### src/hw/rtl/prg_pkg.sv
// Shared widths and defaults for the Pascal row generator.
package prg_pkg;

  // Width of the row length input and of the column index
  localparam int unsigned RowWidth = 6;
  // Width of the running value and of the truncated intermediate product
  localparam int unsigned ValueWidth = 35;
  // Width of an emitted coefficient
  localparam int unsigned CoefWidth = 31;
  // Longest row whose coefficients all stay inside the coefficient width
  localparam int unsigned MaxRowDefault = 34;

endpackage

### src/hw/rtl/pascal_row_generator_top.sv
// Pascal row generator: emits one row of binomial coefficients per request.
//
//   Channel  Direction  Handshake                 Payload
//   input    in         in_valid_i / in_ready_o   row_length_i
//   output   out        out_valid_o / out_ready_i coefficient_o, column_o, last_o
//
// A row of n entries is produced in order: the first coefficient is offered straight
// from the request, and each further one follows the transfer of the one before, one
// multiply step and 35 steps of the shared restoring divider; an output stall holds
// the sequence.
// Reset clears the sequencer and the datapath registers; no clearing pass is needed.
// A new row is taken only once the last coefficient of the previous row has been
// transferred; while an output transfer is stalled the sequencer holds its state.
module pascal_row_generator_top
  import prg_pkg::*;
#(
  parameter int unsigned MAX_ROW = MaxRowDefault
) (
  input  logic                 clk_i,
  input  logic                 rst_ni,
  input  logic                 in_valid_i,
  output logic                 in_ready_o,
  input  logic [RowWidth-1:0]  row_length_i,
  output logic                 out_valid_o,
  input  logic                 out_ready_i,
  output logic [CoefWidth-1:0] coefficient_o,
  output logic [RowWidth-1:0]  column_o,
  output logic                 last_o
);

  // Sequencer state codes
  localparam logic [1:0] StIdle = 2'd0;
  localparam logic [1:0] StEmit = 2'd1;
  localparam logic [1:0] StMul  = 2'd2;
  localparam logic [1:0] StDiv  = 2'd3;

  localparam int unsigned DivCntWidth = $clog2(ValueWidth);
  localparam logic [DivCntWidth-1:0] DivLastStep = DivCntWidth'(ValueWidth - 1);
  localparam logic [RowWidth-1:0] MaxRowC = RowWidth'(MAX_ROW);

  logic [1:0]             state_q, state_d;
  logic [ValueWidth-1:0]  value_q, value_d;
  logic [RowWidth-1:0]    col_q, col_d;
  logic [RowWidth-1:0]    row_q, row_d;
  logic                   last_q, last_d;
  logic [RowWidth-1:0]    rem_q, rem_d;
  logic [ValueWidth-1:0]  quo_q, quo_d;
  logic [DivCntWidth-1:0] cnt_q, cnt_d;

  logic [RowWidth-1:0]            len_sat;
  logic [RowWidth-1:0]            factor;
  logic [ValueWidth+RowWidth-1:0] product_full;
  logic [RowWidth:0]              shifted;
  logic [RowWidth:0]              trial;
  logic                           quo_bit;
  logic [RowWidth-1:0]            step_rem;
  logic [ValueWidth-1:0]          step_quo;

  assign in_ready_o    = (state_q == StIdle);
  assign out_valid_o   = (state_q == StEmit);
  assign coefficient_o = value_q[CoefWidth-1:0];
  assign column_o      = col_q;
  assign last_o        = last_q;

  // Row lengths above the limit saturate to the longest row.
  assign len_sat = (row_length_i > MaxRowC) ? MaxRowC : row_length_i;

  // Shared multiplier: running value times the remaining row factor.
  assign factor       = row_q - col_q;
  assign product_full = value_q * {{ValueWidth{1'b0}}, factor};

  // One restoring division step; the remainder always stays below the divisor.
  assign shifted  = {rem_q, quo_q[ValueWidth-1]};
  assign trial    = shifted - {1'b0, col_q};
  assign quo_bit  = (shifted >= {1'b0, col_q});
  assign step_rem = quo_bit ? trial[RowWidth-1:0] : shifted[RowWidth-1:0];
  assign step_quo = {quo_q[ValueWidth-2:0], quo_bit};

  // Sequencer and datapath next-state logic.
  always_comb begin
    state_d = state_q;
    value_d = value_q;
    col_d   = col_q;
    row_d   = row_q;
    last_d  = last_q;
    rem_d   = rem_q;
    quo_d   = quo_q;
    cnt_d   = cnt_q;
    case (state_q)
      StIdle: begin
        if (in_valid_i && (row_length_i != '0)) begin
          row_d   = len_sat;
          value_d = ValueWidth'(1);
          col_d   = '0;
          last_d  = (len_sat == RowWidth'(1));
          state_d = StEmit;
        end
      end
      StEmit: begin
        if (out_ready_i) begin
          if (last_q) begin
            state_d = StIdle;
          end else begin
            col_d   = col_q + RowWidth'(1);
            state_d = StMul;
          end
        end
      end
      StMul: begin
        quo_d   = product_full[ValueWidth-1:0];
        rem_d   = '0;
        cnt_d   = DivLastStep;
        state_d = StDiv;
      end
      StDiv: begin
        rem_d = step_rem;
        quo_d = step_quo;
        cnt_d = cnt_q - DivCntWidth'(1);
        if (cnt_q == '0) begin
          value_d = step_quo;
          last_d  = (({1'b0, col_q} + (RowWidth+1)'(1)) == {1'b0, row_q});
          state_d = StEmit;
        end
      end
      default: begin
        state_d = StIdle;
      end
    endcase
  end

  // Control registers.
  always_ff @(posedge clk_i or negedge rst_ni) begin
    if (!rst_ni) begin
      state_q <= StIdle;
      cnt_q   <= '0;
      col_q   <= '0;
      row_q   <= '0;
      last_q  <= 1'b0;
    end else begin
      state_q <= state_d;
      cnt_q   <= cnt_d;
      col_q   <= col_d;
      row_q   <= row_d;
      last_q  <= last_d;
    end
  end

  // Datapath registers.
  always_ff @(posedge clk_i or negedge rst_ni) begin
    if (!rst_ni) begin
      value_q <= '0;
      rem_q   <= '0;
      quo_q   <= '0;
    end else begin
      value_q <= value_d;
      rem_q   <= rem_d;
      quo_q   <= quo_d;
    end
  end

  // A transfer of the last coefficient returns the block to idle.
  assert property (@(posedge clk_i) disable iff (!rst_ni)
    (out_valid_o && out_ready_i && last_o) |=> in_ready_o)
    else $error("block not idle after the last transfer of a row");

  // The column never reaches the row length while a coefficient is offered.
  assert property (@(posedge clk_i) disable iff (!rst_ni)
    out_valid_o |-> (column_o < row_q))
    else $error("column outside the row");

  // The last mark is set exactly on the final column.
  assert property (@(posedge clk_i) disable iff (!rst_ni)
    out_valid_o |-> (last_o == (({1'b0, column_o} + 7'd1) == {1'b0, row_q})))
    else $error("last mark does not match the column");

  // The divisor is never zero during division.
  assert property (@(posedge clk_i) disable iff (!rst_ni)
    (state_q == StDiv) |-> (col_q != '0))
    else $error("division by zero column");

  // A non-final transfer advances the column by one.
  assert property (@(posedge clk_i) disable iff (!rst_ni)
    (out_valid_o && out_ready_i && !last_o) |=> (col_q == $past(col_q) + 6'd1))
    else $error("column did not advance");

endmodule
### config.mk
export PLATFORM = sky130hd
export DESIGN_NAME = pascal_row_generator_top
export DESIGN_NICKNAME = d
export VERILOG_FILES = /design/src/hw/rtl/prg_pkg.sv /design/src/hw/rtl/pascal_row_generator_top.sv
export SDC_FILE = /design/constraint.sdc
export NUM_CORES = 1
export LEC_CHECK = 0
export BUFFER_PORTS_ARGS = -buffer_cell sky130_fd_sc_hd__buf_4
export CORE_MARGIN = 2
export CORE_UTILIZATION = 51
export CTS_BUF_LIST = sky130_fd_sc_hd__clkbuf_8
export CTS_CLUSTER_SIZE = 28
export DETAILED_ROUTE_END_ITERATION = 12
export PLACE_DENSITY = 0.71
export SLEW_MARGIN = 20
export SYNTH_ARGS = -nofsm -noshare
export SYNTH_HDL_FRONTEND = slang
export SYNTH_SLANG_ARGS = --single-unit
export TNS_END_PERCENT = 30
### constraint.sdc
create_clock -name clk_i -period 6.95 [get_ports clk_i]
set_input_delay 0.3475 -clock clk_i [delete_from_list [all_inputs] [get_ports clk_i]]
set_output_delay 0.3475 -clock clk_i [all_outputs]
set_load 0.1 [all_outputs]
==> flow_summary.json, run 1 <==
{
  "outcome": "completed",
  "port_buffers": 49,
  "slew_headroom_pct": 32.8,
  "clockRootBuffer": "clkbuf_8",
  "peakVddDrop_mv": 0.480,
  "track_usage_pct": 23.6,
  "drt_wl_total_mm": 24.2,
  "critPathKind": "register to register",
  "fillerInstances": 1990,
  "fin_setup_tns_ns": 0,
  "cts_setup_buffers": 0,
  "p_leak_uw": 0.00504,
  "power.internal_uw": 2060,
  "gp_congestion": 0.891,
  "ys_seq_elements": 97,
  "grt_busiest_layer": "met2",
  "grt_pass1_wl_mm": 42.2,
  "dpl_cell_area_mm2": 0.0112,
  "clk_pin_slew_ns": 0.10,
  "drt_drc_violations_left": 0,
  "seqPwrFrac_pct": 19.5,
  "cts_made_buffers": 9,
  "cap_violations": 0,
  "dieArea_mm2": 0.0223,
  "finalSetupViolCount": 0,
  "overflow": 0,
  "crit_required_ns": 7.28,
  "io_pins": 50,
  "drive_above_1_share_pct": 8.13,
  "synthFlopType": "dfrtp_1",
  "path_max_fanout": 29,
  "post_drt_wl_per_cell_um": 16.2,
  "cts.sink_count": 97,
  "hold_violations": 0,
  "multi_input_area_mm2": 0.00739,
  "grtUsageMet2_pct": 41.5,
  "syn_to_final_growth_pct": 5.99,
  "layout_common_cells": "nand2_1, inv_1, fa_1",
  "num_vias": 8174,
  "nets": 1403,
  "antenna_cells": 0,
  "grt_max_degree": 111,
  "cp_slowest_stage_delay_ns": 0.54,
  "yosysUniqueCellTypes": 65,
  "fin_total_pwr_uw": 4870,
  "p_switching_uw": 2810,
  "p_sw_share_pct": 57.8,
  "final_common_cell": "nand2_1",
  "postLayoutCellArea_mm2": 0.0114,
  "met1_usage_pct": 31.3,
  "coreArea_mm2": 0.0209,
  "synth-edff-count": 0,
  "pwr_density_cell_mw_per_mm2": 427,
  "worstPathArrival_ns": 6.66,
  "worst_pin_slew_ns": 1.01,
  "drt_iter0_drc": 395,
  "avgSynthCellArea_um2": 8.84,
  "antenna_found_initial": 0,
  "cp_cell_sequence": "inv_1 > ha_1 > o2bb2ai_1 > nor2b_1 > o21ai_0 > nand2b_1 > xnor2_2 > buf_4 > and2_1 > fa_1 > inv_1 > fa_1 > fa_1 > inv_1 > ha_1 > a2111o_1 > a311oi_2 > nor4_2 > o31ai_2 > a31o_2 > o311ai_1 > mux2_1 > nand3_1",
  "drtAntennaViolNets": 0,
  "netlist_area_mm2": 0.0108,
  "async_reset_ff_share_pct": 100,
  "syn_nets": 1406,
  "grt_pass1_vias": 8552,
  "holdWs_ns": 0.209,
  "fin_crit_sh_pct": 91.2,
  "hpwl_mm": 18.0,
  "min_path_type": "input port to register",
  "clock_skew_ns": 0.0151,
  "syn_inst": 1217,
  "regArea_mm2": 0.00243,
  "fmax_mhz": 158,
  "dieWidth_um": 149,
  "rsz0062_at_grt": "false",
  "use_met3_pct": 2.32,
  "clkPwrFrac_pct": 7.7,
  "viasPerCell": 5.47,
  "final.min_clock_period_ns": 6.34,
  "htreeDepth": 3,
  "clock_path_buffers": 2,
  "clock_latency_ns": 0.40,
  "yosysSeqAreaShare_pct": 22.6,
  "end_kind": "register",
  "p_comb_share_pct": 72.8,
  "rows": 53,
  "start_util_pct": 51.5,
  "drt_first_pass_iters": 5,
  "slew_violations": 0,
  "yosysWarnings": 0,
  "startpoint_type": "register",
  "crit_slowest_cell": "fa_1",
  "die_h_um": 149,
  "cts_tree": "done"
}
sequential cells by signal, summed over array words and instances (netlist names):
register and flops:
value_q 35, state_q 2, rem_q 6, cnt_q 6, quo_q 35, row_q 6
last_o 1, column_o 6
worst max-delay path, delay by kind of cell, from the launching register on:
kind,cells,cell delay [ns]
AO/OA/AOI/OAI,7,1.93
XOR/XNOR,1,0.13
adder cells (fa/ha/maj),5,2.32
buffers and inverters,4,0.47
flip-flops,1,0.46
multiplexers,1,0.33
AND/OR/NAND/NOR,5,0.61
stage by stage:
step | setup slack, ns | cells | utilization, %
after floorplan | 0.497 | 1217 | -
after global placement | 0.742 | 1477 | 53.7
after detailed placement | 0.600 | 1477 | 53.7
after CTS | 0.613 | 1493 | 54.6
after global routing | 0.0519 | 1493 | 54.6
final | 0.613 | 1493 | 54.6
cell type report:
| cell class | count | share of cell area, % |
|---|---|---|
| Clock inverter | 5 | 0.362 |
| Clock buffer | 10 | 1.21 |
| Inverter | 152 | 5.00 |
| Tap cell | 275 | 3.02 |
| Timing Repair Buffer | 65 | 4.30 |
| Multi-Input combinational cell | 889 | 64.8 |
| Sequential cell | 97 | 21.3 |
power groups by stage:
stage	logic [µW]	registers [µW]	clock network [µW]
finish	3540	950	375
global route	3960	979	402
CTS	3580	949	380
detailed placement	3570	958	0
global placement	3500	954	0
floorplan	2600	939	0
metal layers:
metal / routed length [µm] / up-vias
li1: - / 3890
met1: 10800 / 4098
met2: 12200 / 153
met3: 806 / 33
met4: 410 / 0
met5: 0 / -
worst paths after layout:
kind | slack [ns] | depth (start not counted) | endpoint | start
setup / recovery | 0.61 | 23 | quo_q[33] | column_o[2]
hold / removal | 0.21 | 3 | row_q[3] | row_length_i[3]
hold reg to reg | 0.49 | 2 | row_q[0] | row_q[0]
setup reg to reg | 0.61 | 23 | quo_q[33] | column_o[2]
min in group asynchronous | 0.48 | 2 | last_o | rst_ni
max in group asynchronous | 5.34 | 3 | quo_q[28] | rst_ni
synth_stat cells, types with 3 or more instances:
master    number  area share, %
clkbuf_1      45            1.6
o41ai_1        3           0.24
a21oi_2        3           0.24
fa_1         123             23
o21bai_1       3           0.21
nand4_1        3           0.17
nand2_1      177            6.2
nand3b_1       7           0.49
o21ai_0       95            4.4
o22ai_1        3           0.17
o211ai_1       5           0.35
or2_2          3           0.17
mux2i_1       27            2.5
ha_1          56            6.5
or3_1         10           0.58
a21o_1        19            1.3
and2_1        96            5.6
a21oi_1       39            1.8
nor2b_1       17           0.99
a31oi_1        7           0.41
buf_4         31            2.2
nand2b_1      42            2.4
a211oi_1       4           0.28
a311oi_1       4           0.33
xnor2_1       29            2.4
xor2_1        17            1.4
nor2_1        27           0.94
nor4b_1        4           0.33
dfrtp_1       97             23
nor3_1         8           0.37
inv_1        152            5.3
and4_1         3           0.24
nand3_1       10           0.47
mux2_2         4           0.42
o311ai_0       3           0.24
o21a_1         5           0.35
repair_timing:
action                    CTS  global route
hold buffers                1             0
hold endpoints to repair   44             0
gates resized for setup     0             0
cells by family after synthesis:
kind of cell             count (synthesis)  synth area share, %
AND/OR/NAND/NOR                        416                 19.6
buffers and inverters                  231                 9.15
AO/OA/AOI/OAI                          215                 12.3
adder cells (fa/ha/maj)                179                 29.4
flip-flops                              97                 22.6
XOR/XNOR                                47                 3.95
multiplexers                            32                 3.04
Note: power is estimated with default switching activity, not from simulation.
==> inputs of run 2 (changes only) <==
CTS_BUF_LIST = sky130_fd_sc_hd__clkbuf_16   (was sky130_fd_sc_hd__clkbuf_8)
TNS_END_PERCENT = 1   (was 30)
==> run 2 against run 1 <==
Net effect: the flow now finishes with violations (negative hold slack); clock skew is 0.0021 ns lower; non-clock buffer count fell by 1; critical path type unchanged; wire length rose by 0.16%; cell count hardly changed; die area unchanged; sequential share of layout area is 0.15 points lower; total power rose by 2.5%; cell area grew 0.71%; clock power up 31%; via count is 0.39% higher.
==> flow_summary.json, run 2 (synthesis results as in run 1) <==
{
  "layout_common_cells": "nand2_1, inv_1, fa_1",
  "post_cts_resize_count": 0,
  "dieArea_mm2": 0.0223,
  "htreeDepth": 3,
  "track_usage_pct": 23.6,
  "path_max_fanout": 29,
  "fmax_mhz": 157,
  "nets": 1402,
  "syn_to_final_growth_pct": 6.75,
  "cap_violations": 0,
  "final.min_clock_period_ns": 6.37,
  "worst_pin_slew_ns": 1.01,
  "cts.sink_count": 97,
  "slew_violations": 0,
  "postLayoutCellArea_mm2": 0.0115,
  "drt_iter0_drc": 356,
  "coreArea_mm2": 0.0209,
  "clockRootBuffer": "clkbuf_16",
  "antenna_cells": 0,
  "worstPathArrival_ns": 6.67,
  "io_pins": 50,
  "fin_crit_sh_pct": 91.7,
  "clock_path_buffers": 2,
  "grt_pass1_vias": 8568,
  "clk_pin_slew_ns": 0.07,
  "hpwl_mm": 18.0,
  "dieWidth_um": 149,
  "gp_congestion": 0.891,
  "pwr_density_cell_mw_per_mm2": 435,
  "end_kind": "register",
  "die_h_um": 149,
  "fillerInstances": 1978,
  "drt_wl_total_mm": 24.3,
  "start_util_pct": 51.5,
  "worst_slack_ns": 0.575,
  "final_common_cell": "nand2_1",
  "min_path_type": "input port to async pin",
  "critPathKind": "register to register",
  "hold_violations": 6,
  "dp_slack_ns": 0.600,
  "drt_first_pass_iters": 5,
  "viasPerCell": 5.50,
  "holdWs_ns": -0.0193,
  "cts_setup_buffers": 0,
  "clock_skew_ns": 0.0130,
  "post_drt_wl_per_cell_um": 16.3,
  "rsz0062_at_grt": "false",
  "port_buffers": 49,
  "p_leak_uw": 0.00507,
  "drive_above_1_share_pct": 8.05,
  "peakVddDrop_mv": 0.481,
  "num_vias": 8206,
  "overflow": 0,
  "rows": 53,
  "cts_hold_buf": 0,
  "top_regs": "quo_q x35, value_q x35",
  "outcome": "finished, violations left",
  "fin_setup_tns_ns": 0,
  "antenna_found_initial": 0,
  "dpl_cell_area_mm2": 0.0112,
  "crit_required_ns": 7.24,
  "cts_tree": "done",
  "slew_headroom_pct": 32.8,
  "grt_max_degree": 111,
  "grt_pass1_wl_mm": 42.4,
  "finalSetupViolCount": 0,
  "cts_made_buffers": 9,
  "drtAntennaViolNets": 0,
  "clock_latency_ns": 0.36,
  "drt_drc_violations_left": 0,
  "fin_util_pct": 55.0,
  "startpoint_type": "register",
  "failed_checks": "negative hold slack"
}
[run 2: changes by cell type in the layout (fill, tap and decap cells not counted)]
cell / previous run / this run
clkinv_1: 0 / 1
dlygate4sd3_1: 1 / 0
clkbuf_8: 10 / 0
clkbuf_16: 0 / 9
[run 2: cell type report]
class                           count  area [µm²]  share of cell area [%]
Inverter                          152         571                    4.97
Clock inverter                      6        45.0                   0.392
Tap cell                          275         344                    3.00
Timing Repair Buffer               64         480                    4.18
Multi-Input combinational cell    889        7390                    64.4
Clock buffer                        9         225                    1.96
Sequential cell                    97        2430                    21.1
[run 2: routing by layer]
metal,GRT usage [%],wire (µm)
met5,0,0
met1,31.4,10900
met4,5.76,382
met3,2.26,744
met2,41.9,12300
[run 2: final timing paths]
kind / from / end / slack (ns) / depth (start not counted)
setup / recovery: column_o[2] / quo_q[33] / 0.58 / 23
hold / removal: rst_ni / last_o / -0.02 / 1
setup reg to reg: column_o[2] / quo_q[33] / 0.58 / 23
hold reg to reg: row_q[0] / row_q[0] / 0.48 / 2
max in group asynchronous: rst_ni / quo_q[28] / 5.83 / 2
min in group clk_i: row_length_i[1] / row_q[1] / 0.25 / 3
[run 2: critical path, cell delays in order, from the launching register on]
cell and delay [ns]:
dfrtp_1 0.46, inv_1 0.14, ha_1 0.38, o2bb2ai_1 0.29, nor2b_1 0.11, o21ai_0 0.15
nand2b_1 0.10, xnor2_2 0.13, buf_4 0.24, and2_1 0.22, fa_1 0.53, inv_1 0.05
fa_1 0.50, fa_1 0.54, inv_1 0.04, ha_1 0.40, and4_1 0.30, nand2_1 0.12
nor4_2 0.38, o31ai_2 0.14, a31o_2 0.25, o311ai_1 0.35, mux2_1 0.36, nand3_1 0.07
[run 2: power breakdown]
group / leakage, µW / internal (µW) / switching [µW]
Clock: 0.000137 / 244 / 246
Sequential: 0.00129 / 742 / 209
Combinational: 0.00364 / 1170 / 2380
Total: 0.00507 / 2160 / 2830
[run 2: metrics by stage]
step	cells	power (µW)
5_1_grt	1492	5460
4_1_cts	1492	5020
6_report	1492	4990
3_5_place_dp	1477	4530
2_1_floorplan	1217	3530
3_3_place_gp	1477	4450
==> inputs of run 3 (changes only) <==
--- a/config.mk
+++ b/config.mk
@@ -12,5 +12,5 @@
 export CTS_CLUSTER_SIZE = 28
 export DETAILED_ROUTE_END_ITERATION = 12
-export PLACE_DENSITY = 0.71
+export PLACE_DENSITY = 0.68
 export SLEW_MARGIN = 20
 export SYNTH_ARGS = -nofsm -noshare
==> constraint.sdc (replaced) <==
create_clock -name clk_i -period 6.95 [get_ports clk_i]
set_input_delay 0.695 -clock clk_i [delete_from_list [all_inputs] [get_ports clk_i]]
set_output_delay 0.695 -clock clk_i [all_outputs]
set_load 0.1 [all_outputs]
==> run 3 against run 2 <==
Net effect: the flow now finishes without violations; cell area grew 0.37%; non-clock buffer count is the same; clock power grew 4.7%; wire length shrank 0.49%; clock skew shrank 0.0031 ns; combinational power is essentially flat; utilization grew 0.20 points; critical path depth shrank 2; worst setup slack lost 0.0020 ns; register-to-register slack is essentially flat; sequential share of layout area shrank 0.078 points; first-iteration DRC count grew 3.7%; largest cell class unchanged; largest power group unchanged; highest routed layer unchanged.
==> flow_summary.json, run 3 (synthesis results as in run 1) <==
{
  "drive_above_1_share_pct": 8.29,
  "drt_first_pass_iters": 5,
  "end_kind": "register",
  "clockRootBuffer": "clkbuf_16",
  "postLayoutCellArea_mm2": 0.0115,
  "fin_setup_tns_ns": 0,
  "hpwl_mm": 17.9,
  "final_common_cell": "nand2_1",
  "fin_util_pct": 55.2,
  "reg2reg_from": "column_o[0]",
  "clock_path_buffers": 2,
  "antenna_found_initial": 0,
  "worst_slack_ns": 0.573,
  "drt_drc_violations_left": 0,
  "crit_required_ns": 7.19,
  "min_path_type": "input port to async pin",
  "fmax_mhz": 157,
  "io_pins": 50,
  "worstPathArrival_ns": 6.62,
  "hold_violations": 0,
  "overflow": 0,
  "dpl_cell_area_mm2": 0.0112,
  "pwr_density_cell_mw_per_mm2": 435,
  "slew_headroom_pct": 32.6,
  "finalSetupViolCount": 0,
  "clk_pin_slew_ns": 0.08,
  "cap_violations": 0,
  "rsz0062_at_grt": "false",
  "final.min_clock_period_ns": 6.38,
  "htreeDepth": 3,
  "dieWidth_um": 149,
  "cts_setup_buffers": 0,
  "coreArea_mm2": 0.0209,
  "layout_common_cells": "nand2_1, inv_1, fa_1",
  "critPathKind": "register to register",
  "outcome": "completed",
  "track_usage_pct": 23.0,
  "dp_slack_ns": 0.520,
  "startpoint_type": "register",
  "gp_congestion": 0.868,
  "start_util_pct": 51.5,
  "viasPerCell": 5.43,
  "crit_start": "column_o[0]",
  "drt_iter0_drc": 369,
  "num_vias": 8108,
  "slew_violations": 0,
  "drt_wl_total_mm": 24.1,
  "grt_pass1_vias": 8162,
  "endpoint": "quo_q[18]",
  "drtAntennaViolNets": 0,
  "fin_crit_sh_pct": 91.7,
  "p_leak_uw": 0.00509,
  "cts_tree": "done",
  "path_max_fanout": 19,
  "nets": 1402,
  "dieArea_mm2": 0.0223,
  "cts_hold_buf": 0,
  "rr_worst_depth": 21,
  "grt_max_degree": 112,
  "clock_latency_ns": 0.36,
  "post_cts_resize_count": 0,
  "peakVddDrop_mv": 0.513,
  "post_drt_wl_per_cell_um": 16.2,
  "rows": 53,
  "top_regs": "quo_q x35, value_q x35",
  "placedCellCount": 1476,
  "cts.sink_count": 97,
  "cts_made_buffers": 9,
  "r2r_slack_ns": 0.57,
  "worst_pin_slew_ns": 1.01,
  "die_h_um": 149,
  "clock_skew_ns": 0.00993,
  "r2r_end": "quo_q[18]",
  "grt_pass1_wl_mm": 40.9,
  "stdcell_count": 1494,
  "port_buffers": 49,
  "syn_to_final_growth_pct": 7.14
}
==> run 3: changes by cell type in the layout (fill, tap and decap cells not counted), sizes merged <==
cell      before  now
clkinvlp       0    1
diode          0    1
==> run 3: critical path, cell delays in order, from the launching register on <==
cell and delay [ns]:
dfrtp_1 0.46, ha_1 0.24, inv_1 0.07, fa_1 0.23, a21o_1 0.14, a21oi_1 0.09
xnor2_2 0.76, buf_4 0.36, nand2_1 0.11, fa_1 0.52, fa_1 0.52, fa_1 0.54
inv_1 0.04, ha_1 0.35, o211a_1 0.27, a21oi_2 0.25, nor2_1 0.11, a221o_1 0.41
a21o_1 0.20, a21oi_2 0.15, nor4_1 0.05, or3_1 0.38
==> run 3: final cells by class <==
type,count,area [µm²]
repair buffers,64,500
clock buffers,9,225
clock inverters,7,65.1
flip-flops and latches,97,2430
multi-input cells,889,7390
fillers,1897,9360
diodes,1,2.50
well taps,275,344
inverters,152,571
==> run 3: worst min path at each step <==
stage	to	slack (ns)	start	cells past startpoint
global placement	row_q[0]	0.47	row_q[0]	2
CTS	row_q[5]	0.32	rst_ni	1
detailed placement	row_q[0]	0.48	row_q[0]	2
finish	row_q[5]	0.30	rst_ni	1
global route	row_q[5]	0.34	rst_ni	1
floorplan	cnt_q[0]	0.40	rst_ni	0
==> run 3: layer usage <==
| layer | part of all wire (%) | routed length [µm] | track usage (%) | vias up |
|---|---|---|---|---|
| met5 | 0 | 0 | 0 | - |
| met4 | 0.91 | 220 | 4.05 | 0 |
| met3 | 3.2 | 776 | 2.94 | 18 |
| met2 | 50 | 12200 | 40.3 | 123 |
| met1 | 46 | 11000 | 31.0 | 4069 |
| li1 | - | - | - | 3898 |
==> run 3: power breakdown <==
part / internal, µW / switching (µW)
Clock: 252 / 261
Combinational: 1180 / 2380
Sequential: 741 / 205
Total: 2170 / 2850
==> run 3: per-stage QoR <==
step           hold slack (ns)  total power [µW]
2_1_floorplan            0.399              3530
3_3_place_gp             0.469              4460
3_5_place_dp             0.477              4510
4_1_cts                  0.320              5040
5_1_grt                  0.339              5470
6_report                 0.298              5020
